--- src/design/assert_macros.svh ---
// assertion helpers, clocked with an asynchronous active-low reset
`ifndef ASSERT_MACROS_SVH
`define ASSERT_MACROS_SVH

`ifndef ASSERT_OFF
`define ASSERT_SAME(lbl, clk, rstn, ante, cons) \
  lbl: assert property (@(posedge clk) disable iff (!rstn) (ante) |-> (cons)) \
    else $error("assertion failed");
`define ASSERT_NEXT(lbl, clk, rstn, ante, cons) \
  lbl: assert property (@(posedge clk) disable iff (!rstn) (ante) |=> (cons)) \
    else $error("assertion failed");
`else
`define ASSERT_SAME(lbl, clk, rstn, ante, cons)
`define ASSERT_NEXT(lbl, clk, rstn, ante, cons)
`endif

`endif

--- src/design/dbus_pkg.sv ---
package dbus_pkg;

  localparam int unsigned FRAME_BYTES  = 18;
  localparam int unsigned BUFFER_BYTES = 36;
  localparam int unsigned COUNT_W      = 6;
  localparam int unsigned STORE_IDX_W  = 5;

  localparam logic [1:0] REG_CHANNEL_OFFSET = 2'd0;
  localparam logic [1:0] REG_ERROR_LIMIT    = 2'd1;
  localparam logic [1:0] REG_SWITCH_DOWN    = 2'd2;

  localparam logic [10:0] OFFSET_RESET = 11'd1024;
  localparam logic [10:0] LIMIT_RESET  = 11'd660;
  localparam logic [1:0]  SWDOWN_RESET = 2'd2;

  localparam logic ACTION_BYTE = 1'b0;
  localparam logic ACTION_IDLE = 1'b1;

  typedef logic [FRAME_BYTES-1:0][7:0] frame_t;

  typedef struct packed {
    logic       action;
    logic [7:0] rx_byte;
  } in_item_t;

  typedef struct packed {
    logic signed [11:0] chan0;
    logic signed [11:0] chan1;
    logic signed [11:0] chan2;
    logic signed [11:0] chan3;
    logic signed [15:0] chan4;
    logic [3:0]         switches;
    logic signed [15:0] mouse_x;
    logic signed [15:0] mouse_y;
    logic signed [15:0] mouse_z;
    logic [15:0]        mouse_buttons;
    logic [15:0]        key_bits;
    logic               data_error;
  } out_item_t;

  typedef struct packed {
    logic [10:0] channel_offset;
    logic [10:0] channel_error_limit;
    logic [1:0]  switch_down_code;
  } cfg_t;

endpackage

--- src/design/dbus_decode.sv ---
module dbus_decode (
  input  dbus_pkg::frame_t    frame_i,
  input  dbus_pkg::cfg_t      cfg_i,
  output dbus_pkg::out_item_t rec_o
);
  import dbus_pkg::*;

  logic [3:0][10:0] raw;
  logic [3:0][11:0] ch;
  logic [3:0][11:0] mag;
  logic [1:0]       s0, s1;
  logic [15:0]      ch4;
  logic             bad;

  // 11-bit channels packed lsb first across bytes 0 to 5
  assign raw[0] = {frame_i[1][2:0], frame_i[0]};
  assign raw[1] = {frame_i[2][5:0], frame_i[1][7:3]};
  assign raw[2] = {frame_i[4][0], frame_i[3], frame_i[2][7:6]};
  assign raw[3] = {frame_i[5][3:0], frame_i[4][7:1]};
  assign s0     = frame_i[5][5:4];
  assign s1     = frame_i[5][7:6];

  always_comb begin
    bad = (s0 == 2'd0) || (s1 == 2'd0);
    for (int k = 0; k < 4; k++) begin
      ch[k]  = {1'b0, raw[k]} - {1'b0, cfg_i.channel_offset};
      mag[k] = ch[k][11] ? (~ch[k] + 12'd1) : ch[k];
      if (mag[k] > {1'b0, cfg_i.channel_error_limit}) begin
        bad = 1'b1;
      end
    end
  end

  assign ch4 = {frame_i[17], frame_i[16]} - {5'd0, cfg_i.channel_offset};

  always_comb begin
    if (bad) begin
      rec_o            = '0;
      rec_o.switches   = {cfg_i.switch_down_code, cfg_i.switch_down_code};
      rec_o.data_error = 1'b1;
    end else begin
      rec_o.chan0         = ch[0];
      rec_o.chan1         = ch[1];
      rec_o.chan2         = ch[2];
      rec_o.chan3         = ch[3];
      rec_o.chan4         = ch4;
      rec_o.switches      = {s1, s0};
      rec_o.mouse_x       = {frame_i[7], frame_i[6]};
      rec_o.mouse_y       = {frame_i[9], frame_i[8]};
      rec_o.mouse_z       = {frame_i[11], frame_i[10]};
      rec_o.mouse_buttons = {frame_i[13], frame_i[12]};
      rec_o.key_bits      = {frame_i[15], frame_i[14]};
      rec_o.data_error    = 1'b0;
    end
  end

endmodule

--- src/design/dbus_remote_frame_decoder_unit.sv ---
// channel   direction  handshake                payload
// in        input      in_valid_i / in_ready_o  in_item_i  (action, rx_byte)
// out       output     out_valid_o / out_ready_i out_item_o (decoded record)
// cfg       input      cfg_we_i                 cfg_index_i, cfg_wdata_i
//
// one transaction per cycle while in_ready_o is high; a byte is stored at the edge it is taken.
// an idle transaction after exactly 18 bytes loads the result register at its edge,
// so the record is offered in the cycle after; the decode is one pass from the store.
// reset clears the byte count and the output valid and restores register defaults.
// input stalls only while a record waits in the result register and out_ready_i is low.
module dbus_remote_frame_decoder_unit (
  input  logic                clk_i,
  input  logic                rst_ni,
  input  logic                in_valid_i,
  output logic                in_ready_o,
  input  dbus_pkg::in_item_t  in_item_i,
  output logic                out_valid_o,
  input  logic                out_ready_i,
  output dbus_pkg::out_item_t out_item_o,
  input  logic                cfg_we_i,
  input  logic [1:0]          cfg_index_i,
  input  logic [10:0]         cfg_wdata_i
);
  import dbus_pkg::*;

  `include "assert_macros.svh"

  frame_t             frame_q;
  logic [COUNT_W-1:0] count_q, count_d;
  cfg_t               cfg_q;
  out_item_t          out_q, rec;
  logic               out_valid_q, out_valid_d;
  logic               in_fire, byte_fire, idle_fire, emit;

  assign in_ready_o = !out_valid_q || out_ready_i;
  assign in_fire    = in_valid_i && in_ready_o;
  assign byte_fire  = in_fire && (in_item_i.action == ACTION_BYTE);
  assign idle_fire  = in_fire && (in_item_i.action == ACTION_IDLE);
  assign emit       = idle_fire && (count_q == COUNT_W'(FRAME_BYTES));

  dbus_decode u_decode (
    .frame_i (frame_q),
    .cfg_i   (cfg_q),
    .rec_o   (rec)
  );

  always_comb begin
    count_d = count_q;
    if (idle_fire) begin
      count_d = '0;
    end else if (byte_fire && (count_q < COUNT_W'(BUFFER_BYTES))) begin
      count_d = count_q + COUNT_W'(1);
    end
  end

  always_comb begin
    out_valid_d = out_valid_q;
    if (emit) begin
      out_valid_d = 1'b1;
    end else if (out_ready_i) begin
      out_valid_d = 1'b0;
    end
  end

  always_ff @(posedge clk_i or negedge rst_ni) begin
    if (!rst_ni) begin
      count_q     <= '0;
      out_valid_q <= 1'b0;
    end else begin
      count_q     <= count_d;
      out_valid_q <= out_valid_d;
    end
  end

  always_ff @(posedge clk_i or negedge rst_ni) begin
    if (!rst_ni) begin
      cfg_q.channel_offset      <= OFFSET_RESET;
      cfg_q.channel_error_limit <= LIMIT_RESET;
      cfg_q.switch_down_code    <= SWDOWN_RESET;
    end else if (cfg_we_i) begin
      case (cfg_index_i)
        REG_CHANNEL_OFFSET: cfg_q.channel_offset      <= cfg_wdata_i;
        REG_ERROR_LIMIT:    cfg_q.channel_error_limit <= cfg_wdata_i;
        REG_SWITCH_DOWN:    cfg_q.switch_down_code    <= cfg_wdata_i[1:0];
        default: ;
      endcase
    end
  end

  // bytes past the frame length are counted, up to the buffer size, but not kept
  always_ff @(posedge clk_i) begin
    if (byte_fire && (count_q < COUNT_W'(FRAME_BYTES))) begin
      frame_q[count_q[STORE_IDX_W-1:0]] <= in_item_i.rx_byte;
    end
    if (emit) begin
      out_q <= rec;
    end
  end

  assign out_valid_o = out_valid_q;
  assign out_item_o  = out_q;

  `ASSERT_NEXT(a_emit_valid, clk_i, rst_ni, emit, out_valid_q)
  `ASSERT_NEXT(a_idle_clears, clk_i, rst_ni, idle_fire, count_q == '0)
  `ASSERT_NEXT(a_count_step, clk_i, rst_ni,
    byte_fire && (count_q < COUNT_W'(BUFFER_BYTES)), count_q == $past(count_q) + COUNT_W'(1))
  `ASSERT_SAME(a_error_safe, clk_i, rst_ni, out_valid_q && out_q.data_error,
    (out_q.chan0 == '0) && (out_q.key_bits == '0) && (out_q.mouse_x == '0))

endmodule

--- config.mk ---
export PLATFORM = sky130hd
export DESIGN_NAME = dbus_remote_frame_decoder_unit
export DESIGN_NICKNAME = d
export VERILOG_FILES = /design/src/design/dbus_pkg.sv /design/src/design/dbus_decode.sv /design/src/design/dbus_remote_frame_decoder_unit.sv
export VERILOG_INCLUDE_DIRS = /design/src /design/src/design
export SDC_FILE = /design/constraint.sdc
export NUM_CORES = 1
export LEC_CHECK = 0
export ABC_CLOCK_PERIOD_IN_PS = 17800
export BUFFER_PORTS_ARGS = -buffer_cell sky130_fd_sc_hd__buf_4
export CAP_MARGIN = 0
export CORE_ASPECT_RATIO = 0.6
export CORE_MARGIN = 4
export CORE_UTILIZATION = 40
export CTS_CLUSTER_DIAMETER = 60
export DETAILED_ROUTE_END_ITERATION = 12
export SLEW_MARGIN = 20
export SYNTH_ARGS = -nofsm -noshare
export SYNTH_HDL_FRONTEND = slang
export SYNTH_HIERARCHICAL = 1
export SYNTH_SLANG_ARGS = --single-unit
--- constraint.sdc ---
create_clock -name clk_i -period 17.8 [get_ports clk_i]
set_input_delay 1.78 -clock clk_i [delete_from_list [all_inputs] [get_ports clk_i]]
set_output_delay 1.78 -clock clk_i [all_outputs]
set_load 0.02 [all_outputs]
### Yosys cells after proc, flatten, opt, wreduce, memory -nomap -nowiden

Cells that the tools add are included.

* register bits: 324
* bits of input ports: 27
* output and inout port bits: 151
* logic and storage cells: 95

* $add $sub $neg: 10
* magnitude comparators: 8
* equality and inequality tests: 3
* muxes and demuxes: 16
* bitwise gates (word level): 5
* reduce and logical (&&, ||, !) cells: 18

Operators by type and width (number)
* $bwmux W144: 1
* $mux W85: 1
* $add A12 B1 Y12 const B: 4
* $gt A12 B11 Y1: 4
* $mux W12: 4
* $not A12 Y12: 4
* $sub A11 B11 Y12: 4
* $demux W8 S5: 1
* $sub A16 B11 Y16: 1
* $mux W6: 2
* $mux W8: 1
* $logic_and A1 B1 Y1: 7
* $add A6 B1 Y6 const B: 1
* $eq A6 B5 Y1 const B: 1
* $logic_not A2 Y1: 3
* $lt A5 B6 Y1 const B: 1
* $lt A6 B5 Y1 const B: 1
* $lt A6 B6 Y1 const B: 1
* $mux W1: 6
* $reduce_and A2 Y1: 3
* $ge A5 B1 Y1 const B: 1
* $reduce_bool A2 Y1: 2
* $eq A2 B1 Y1 const B: 1
* $eq A2 B2 Y1 const B: 1
* 3 further kinds: 4

### Depth between registers and ports, before layout

Gate-level depths: netlist of the first run.

* depth after elaboration: 10
* mapped depth: 24
* mapped depth without buffers: 23

### Cells and area by module

The synthesis of the first run kept the hierarchy.

By module, submodules not included
* dbus_remote_frame_decoder_unit: times used 1, cells each 425, area an instance 10357.4 um^2, sequential area each 9581.7 um^2
* dbus_decode: times used 1, cells each 763, area an instance 5306.3 um^2, sequential area each 0.0 um^2

### Worst setup path before layout of the first run

Ideal clock, no wire load.

* path type: input-to-reg
* start point: in out_ready_i
* end point: reg out_q (netlist bit out_item_o[0]), enable pin
* library setup time: 1.021 ns
* arrival time: 16.422 ns
* data required time: 16.779 ns
* slack: 0.357 ns
* cell stages on the path: 4
* path buffers: 1
* cell sequence: nand2b_1 > buf_2 > nand3_1 > nor4_1

* cells in the longest elaborated chain, start to end: 4

Ends and longest elaborated chain
* start, declared: RTL line dbus_remote_frame_decoder_unit.sv:18 `input logic out_ready_i,`
* $logic_or A1 B1 Y1: RTL line dbus_remote_frame_decoder_unit.sv:35 `assign in_ready_o = !out_valid_q || out_ready_i;`
* net in_ready_o: RTL line dbus_remote_frame_decoder_unit.sv:15 `output logic in_ready_o,`
* $logic_and A1 B1 Y1: RTL line dbus_remote_frame_decoder_unit.sv:36 `assign in_fire = in_valid_i && in_ready_o;`
* $logic_and A1 B1 Y1: RTL line dbus_remote_frame_decoder_unit.sv:38 `assign idle_fire = in_fire && (in_item_i.action == ACTION_IDLE);`
* $logic_and A1 B1 Y1: RTL line dbus_remote_frame_decoder_unit.sv:39 `assign emit = idle_fire && (count_q == COUNT_W'(FRAME_BYTES));`
* net emit: RTL line dbus_remote_frame_decoder_unit.sv:33 `logic in_fire, byte_fire, idle_fire, emit;`
* end signal, assigned: RTL line dbus_remote_frame_decoder_unit.sv:96 `out_q <= rec;`
* end, declared: RTL line dbus_remote_frame_decoder_unit.sv:31 `out_item_t out_q, rec;`

The timed path passes the listed nets, and every way through them passes these cells.
A chain may end at the register's enable or synchronous reset.

### Worst setup path after layout of the first run

* start point: reg cfg_q[14] (netlist bit)
* end point: reg out_q (netlist bit out_item_o[23]) (data pin)

* cells in the longest elaborated chain, start to end: 9
* elaborated cells between the ends (all ways): 24
* classes of those cells: add/sub (8); order compare (4); mux (8); bitwise (4)

Ends and longest elaborated chain
* start, declared: RTL line dbus_remote_frame_decoder_unit.sv:30 `cfg_t cfg_q;`
* $sub A11 B11 Y12: RTL line dbus_decode.sv:26 `ch[k] = {1'b0, raw[k]} - {1'b0, cfg_i.channel_offset};`
* $not A12 Y12: RTL line dbus_decode.sv:27 `mag[k] = ch[k][11] ? (~ch[k] + 12'd1) : ch[k];`
* $add A12 B1 Y12: RTL line dbus_decode.sv:27
* $mux W12: RTL line dbus_decode.sv:27
* $gt A12 B11 Y1: RTL line dbus_decode.sv:28 `if (mag[k] > {1'b0, cfg_i.channel_error_limit}) begin`
* $mux W1 (3 in a row): RTL line dbus_decode.sv:28
* $mux W1 *: RTL line dbus_decode.sv:28

Every way passes the cells marked *; elsewhere a longest branch is shown, timed or not.

==> results.md, run 1 <==
* Slowest stage delay, CP at about 0.67 ns
* Post-synthesis cell type count at 73
* Number of enable flip-flop cells after synthesis at between 200 and 300
* Area contributors post-synth: edfxtp_1 (56%), ha_1 (8.5%), dfrtp_1 (4.0%)
* Crit path DAT at roughly 7.1 ns
* DR WL/cell at approximately 21 µm
* Global-route wire length before repair at 59630 µm
* Initial Utilization at 0.4101
* Worst IR Drop VDD at between 0.07 and 0.08 mV
* Most used cell, CP: o21ai_0
* Most common cell in the synthesized netlist: edfxtp_1
* PD cells at roughly 130 nW/µm²
* Initial antenna violation count at 0
* Share of the synthesized area in the top cell type at 0.5617
* Syn Area/Cell at between 10 and 15 µm²
* Setup crit end kind: flip-flop
* Slew HR at 0.3006
* CP Max Fanout at between 90 and 100
* Final min period at ~6.7 ns
* CP cell instances: inv_1 > ha_1 > nor2b_1 > o211a_1 > o21ai_0 > a22oi_1 > a31o_2 > a21o_1 > a21oi_1 > o21ai_0 > xnor2_1 > ha_1 > a211oi_1 > o21bai_1 > a21o_1 > a221oi_1 > o21ai_0 > nor4_1 > o311a_1 > o311a_2 > buf_4 > and2_1
* Total power at around 0.0024 W
* Worst slew pin tran at between 1 and 1.5 ns
* Crit-path leading delay family: compound AO/OA/AOI/OAI gates
* Total die area at about 42000 µm²
* Fin crit share at 0.3786
* Sequential-to-total area share from yosys stat at 0.6117
* Postcts setup bufs at 0
* Final setup violation count at 0
* Worst Skew at roughly 0.02 ns
* Cts repair resizes at 0
* Htree depth at 2
* Mapped Cells at 1188
* Post-Syn Area at between 15000 and 20000 µm²
* Number of global-route vias before repair at roughly 9800
* I/O pins at around 180
* GP Congestion at between 0.8 and 0.9
* Leakage power at slightly above 7 nW
* Worst skew pair latency at between 0.5 and 0.6 ns
* Initial DRC count at 938
* Row count at 55
* Maxcap violations at 0
* Core ar. at about 38000 µm²
* CTS tree: yes
* Post-DP HPWL at about 28000 µm
* CP max stage cell: a21oi_1
* Fin. Hold Viols at 0
* Clock sink count at 324
* Total CTS buffers at 34
* Hold_buf cts at 0
* Area grow syn2layout at 19.73%
* Via Count at roughly 10000
* Synthesized Nets at 1327
* Hold crit path type: flip-flop to flip-flop
* Drt pass-1 iters at 5
* Synth Flop Type: edfxtp_1
* CP Launch Type: flip-flop
* DRC viols at 0
* Net count, final at 1531
* Dominant cell type by area after synthesis: edfxtp_1
* Number of synthesized register bits at about 320
* Clock Path Buffers at 3
* Status: complete, no violations
* Unrepaired setup endpoints after global routing: no
* Port Buffer Count at roughly 180
* Die height at roughly 160 µm
* Root Buffer: clkbuf_16
* Worst endpoint required time at 18.18 ns
* Crit path buf inv count at 2
* Critical path class: flip-flop to flip-flop
* Yosys warnings at 6
* Fmax achieved at 148.4 MHz
* Vias per cell at around 5.3
* Post-route ant nets at 0
* Gr usage total at 0.1818
* Fin Setup TNS at 0 ns
* Final wirelength at between 30000 and 40000 µm
* Die extent in x at ~260 µm
* CTS clk-pin slew, worst paths at around 0.060 ns
* Layout cells sized above 1 at 0.2131
* Ys async rst share at 0.09568
* Pin count of the biggest net entering global routing at 96
* Final Max Tran Viols at 0
* GRT overflow at 0
* Commonest cells post-synth: edfxtp_1 (293), ha_1 (107), and2_1 (98), nor2_1 (96), inv_1 (62)
-- cell usage in the layout, fill, tap and decap left out, types with 12 or more instances in the layout --
cell type / instances
nor4_1: 12
inv_1: 62
nor3_1: 21
nand3_1: 13
dfrtp_1: 25
clkbuf_16: 35
ha_1: 107
a21o_1: 13
xor2_1: 16
nand4_1: 13
edfxtp_1: 293
a21oi_1: 49
and2_1: 98
mux2_2: 32
buf_4: 197
and3_1: 14
nand2b_1: 17
nor2b_1: 14
nor2_1: 96
xnor2_1: 60
o21ai_0: 45
nand2_1: 28
-- registers in the layout, indices dropped and copies added (netlist names) --
name,cells
out_valid_o,1
count_q,6
cfg_q,24
frame_q,144
out_item_o,149
-- power by group --
group          total, W  internal, W  leakage, nW  switching, W
logic          0.000765     0.000300         3.67      0.000464
clock network  0.000706     0.000413        0.533      0.000293
registers      0.000894     0.000879         3.03     0.0000149
-- metal layers --
metal | track usage | wire [µm]
met1 | 0.2859 | 20250
met2 | 0.2604 | 16530
met3 | 0.04065 | 2744
met4 | 0.02966 | 427
met5 | 0 | 0
-- worst paths after layout --
| kind | endpoint | slack, ns | depth (start not counted) | start |
|---|---|---|---|---|
| worst min register to register | cfg_q[3]$_DFFE_PN0P_ | 0.51 | 1 | cfg_q[3]$_DFFE_PN0P_ |
| worst max register to register | out_item_o[23]$_DFFE_PP_ | 11.06 | 22 | cfg_q[14]$_DFFE_PN0P_ |
| worst min-delay path | cfg_q[3]$_DFFE_PN0P_ | 0.51 | 1 | cfg_q[3]$_DFFE_PN0P_ |
| min in group asynchronous | cfg_q[12]$_DFFE_PN0P_ | 1.19 | 1 | rst_ni |
| max in group asynchronous | cfg_q[9]$_DFFE_PN1P_ | 16.27 | 1 | rst_ni |
| worst max-delay path | out_item_o[23]$_DFFE_PP_ | 11.06 | 22 | cfg_q[14]$_DFFE_PN0P_ |
-- per-stage QoR --
stage,area (µm²),cells,util,hold slack [ns],worst slack [ns]
after floorplan,15660,1188,-,0.4793,0.3566
after global placement,17620,1868,0.4613,0.4904,11.27
after detailed placement,17620,1868,0.4614,0.4932,11.22
after CTS,18720,1929,0.4901,0.5068,11.12
after global routing,18750,1930,0.4909,0.5126,10.55
final,18750,1932,0.4910,0.5073,11.06
-- layout make-up --
| class | count | area (µm²) |
|---|---|---|
| antenna | 2 | 5.005 |
| inverter | 64 | 240.2 |
| timing repair buffer | 198 | 1506 |
| sequential | 324 | 9582 |
| tap | 513 | 641.9 |
| fill | 3392 | 19440 |
| clock inverter | 14 | 162.7 |
| multi-input combinational | 770 | 5685 |
| clock buffer | 47 | 930.9 |
-- cells by family after synthesis --
| group | synth area share |
|---|---|
| muxes | 0.02301 |
| and+or+nand+nor | 0.1237 |
| adders and majority gates | 0.09186 |
| buffers and inverters | 0.02668 |
| DFF | 0.6117 |
| AOI/OAI and AO/OA | 0.08060 |
| xor gates and xnor gates | 0.04249 |
(Power assumes the default switching activity.)
==> run 2: changes to the inputs <==
--- a/config.mk
+++ b/config.mk
@@ -6,7 +6,7 @@
 export SDC_FILE = /design/constraint.sdc
 export NUM_CORES = 1
 export LEC_CHECK = 0
-export ABC_CLOCK_PERIOD_IN_PS = 17800
+export ABC_CLOCK_PERIOD_IN_PS = 5520
 export BUFFER_PORTS_ARGS = -buffer_cell sky130_fd_sc_hd__buf_4
 export CAP_MARGIN = 0
 export CORE_ASPECT_RATIO = 0.6
==> constraint.sdc (replaced) <==
create_clock -name clk_i -period 5.52 [get_ports clk_i]
set_input_delay 0.552 -clock clk_i [delete_from_list [all_inputs] [get_ports clk_i]]
set_output_delay 0.552 -clock clk_i [all_outputs]
set_load 0.02 [all_outputs]
==> run 2 against run 1 <==
Final cell count rose by 1.6%; largest power group unchanged; clock skew barely moved; core utilization rose by 1.0 points; critical endpoint is now out_item_o[83]$_DFFE_PP_; die area did not move; setup slack got worse by 11 ns; worst hold slack got worse by 0.24 ns; highest routed layer is now met5; via count rose by 0.83%; clock power rose to 3.3 times the previous value.
==> results.md, run 2 (same netlist as run 1, synthesis figures left out) <==
* Final wirelength at roughly 40000 µm
* Post-DP HPWL at approximately 29000 µm
* Post-route ant nets at 0
* Gr usage total at 0.1874
* Worst IR Drop VDD at between 0.15 and 0.2 mV
* Root Buffer: clkbuf_16
* Initial antenna violation count at 2
* Placed Instance Area at 17850 µm²
* Total power at between 0.007 and 0.008 W
* Via Count at approximately 10000
* Htree depth at 2
* Initial Utilization at 0.4101
* Drt pass-1 iters at 5
* FF-to-FF Start: cfg_q[13]$_DFFE_PN0P_
* Fin. Hold Viols at 0
* Worst R2R Setup Slack at about 0.21 ns
* Pin count of the biggest net entering global routing at 96
* Layout cells sized above 1 at 0.2409
* CP Max Fanout at 16
* Crit path DAT at between 5 and 6 ns
* Net count, final at about 1600
* Flip-flop count of the largest register after layout at 149
* Slew HR at 0.3137
* Register-to-Register Path Depth at 25
* Initial DRC count at 969
* Most frequent cells in the layout: edfxtp_1 (293), buf_4 (223), ha_1 (104)
* Setup crit end kind: flip-flop
* Die extent in x at around 260 µm
* Worst slew pin tran at between 1 and 1.5 ns
* Final Max Tran Viols at 0
* Clock sink count at 324
* R2R Path End: out_item_o[83]$_DFFE_PP_
* DR WL/cell at 20.66 µm
* Die height at ~160 µm
* Worst endpoint required time at a little under 6 ns
* Number of global-route vias before repair at just over 10000
* Critical path class: flip-flop to flip-flop
* Vias per cell at 5.271
* Leakage power at roughly 7.4 nW
* Clock Path Buffers at 3
* Total die area at 42490 µm²
* GRT overflow at 0
* WHS Path Cells at 2
* I/O pins at 178
* Fmax achieved at between 150 and 200 MHz
* Most common cell after layout, fill and taps aside: edfxtp_1
* GP Congestion at 0.9059
* Core ar. at roughly 38000 µm²
* Row count at 55
* Final min period at around 5.3 ns
* CTS tree: yes
* Fillers at about 3400
* Final setup violation count at 0
* Worst skew pair latency at 0.53 ns
* Maxcap violations at 0
* CP max stage cell: dfrtp_1
* Status: complete, no violations
* Total CTS buffers at 35
* DRC viols at 0
* CTS clk-pin slew, worst paths at 0.06 ns
* CP Launch Type: flip-flop
* Hold crit path type: input port to flip-flop
* Slowest stage delay, CP at 0.38 ns
* PD cells at 412.0 nW/µm²
* Core Util, Final at 0.5013
* Worst Skew at 0.01960 ns
* Number of diodes at 0
* Critical Path Start: cfg_q[13]$_DFFE_PN0P_
* Fin crit share at 0.9612
* Area grow syn2layout at 22.24%
* Global-route wire length before repair at 61130 µm
* Port Buffer Count at 177
* Final instance area at between 15000 and 20000 µm²
* Setup crit end: out_item_o[83]$_DFFE_PP_
-- run 2: area by class of cell --
| class | instances | area (µm²) | area share |
|---|---|---|---|
| sequential | 324 | 9582 | 0.5004 |
| multi-input combinational | 770 | 5791 | 0.3024 |
| timing repair buffer | 227 | 1744 | 0.09109 |
| clock buffer | 46 | 938.4 | 0.04901 |
| tap | 513 | 641.9 | 0.03352 |
| inverter | 64 | 251.5 | 0.01313 |
| clock inverter | 18 | 198.9 | 0.01039 |
-- run 2: power by group --
part	internal (W)	total (W)	switching (W)
combinational	0.00111	0.00267	0.00155
sequential	0.00283	0.00288	0.0000474
clock	0.00136	0.00234	0.000983
total	0.00531	0.00789	0.00258
-- run 2: routing by layer --
layer  vias to the layer above  global-route usage  wire [µm]
met3                        46             0.04263       2843
met5                         -                   0         20
met2                       351              0.2651      16850
li1                       4858                   -          -
met1                      5085              0.2922      20220
met4                         2             0.04196        612
-- run 2: critical path, delay by kind of cell (launching register included) --
family	cells	cell delay, ns
flops	1	0.38
mux	1	0.28
compound gates	14	2.77
xor+xnor	1	0.16
simple gates	2	0.23
buf+inv	5	0.72
fa+ha+maj	2	0.50
-- run 2: worst min path at each step --
stage | from | end | slack [ns]
global placement | cfg_q[8]$_DFFE_PN0P_ | cfg_q[8]$_DFFE_PN0P_ | 0.49
finish | cfg_wdata_i[10] | cfg_q[12]$_DFFE_PN0P_ | 0.27
floorplan | rst_ni | cfg_q[0]$_DFFE_PN0P_ | 0.26
CTS | cfg_wdata_i[10] | cfg_q[12]$_DFFE_PN0P_ | 0.24
detailed placement | cfg_q[8]$_DFFE_PN0P_ | cfg_q[8]$_DFFE_PN0P_ | 0.50
global route | cfg_wdata_i[10] | cfg_q[12]$_DFFE_PN0P_ | 0.25
-- run 2: what timing repair did --
item	4_1_cts	5_1_grt
hold buffers	1	0
gates resized for setup	0	25
buffers inserted	0	4
hold endpoints to repair	25	0
setup endpoints to repair	0	148
-- run 2: metrics by stage --
stage / cells / setup WS (ns) / hold WS [ns] / TNS [ns]
4_1_cts: 1958 / 0.005282 / 0.2432 / 0
3_3_place_gp: 1893 / -0.02777 / 0.4901 / -0.1099
6_report: 1962 / 0.2140 / 0.2651 / 0
5_1_grt: 1962 / -0.003081 / 0.2513 / -0.003081
3_5_place_dp: 1893 / 0.03842 / 0.4957 / 0
2_1_floorplan: 1188 / -0.6770 / 0.2564 / -100.88
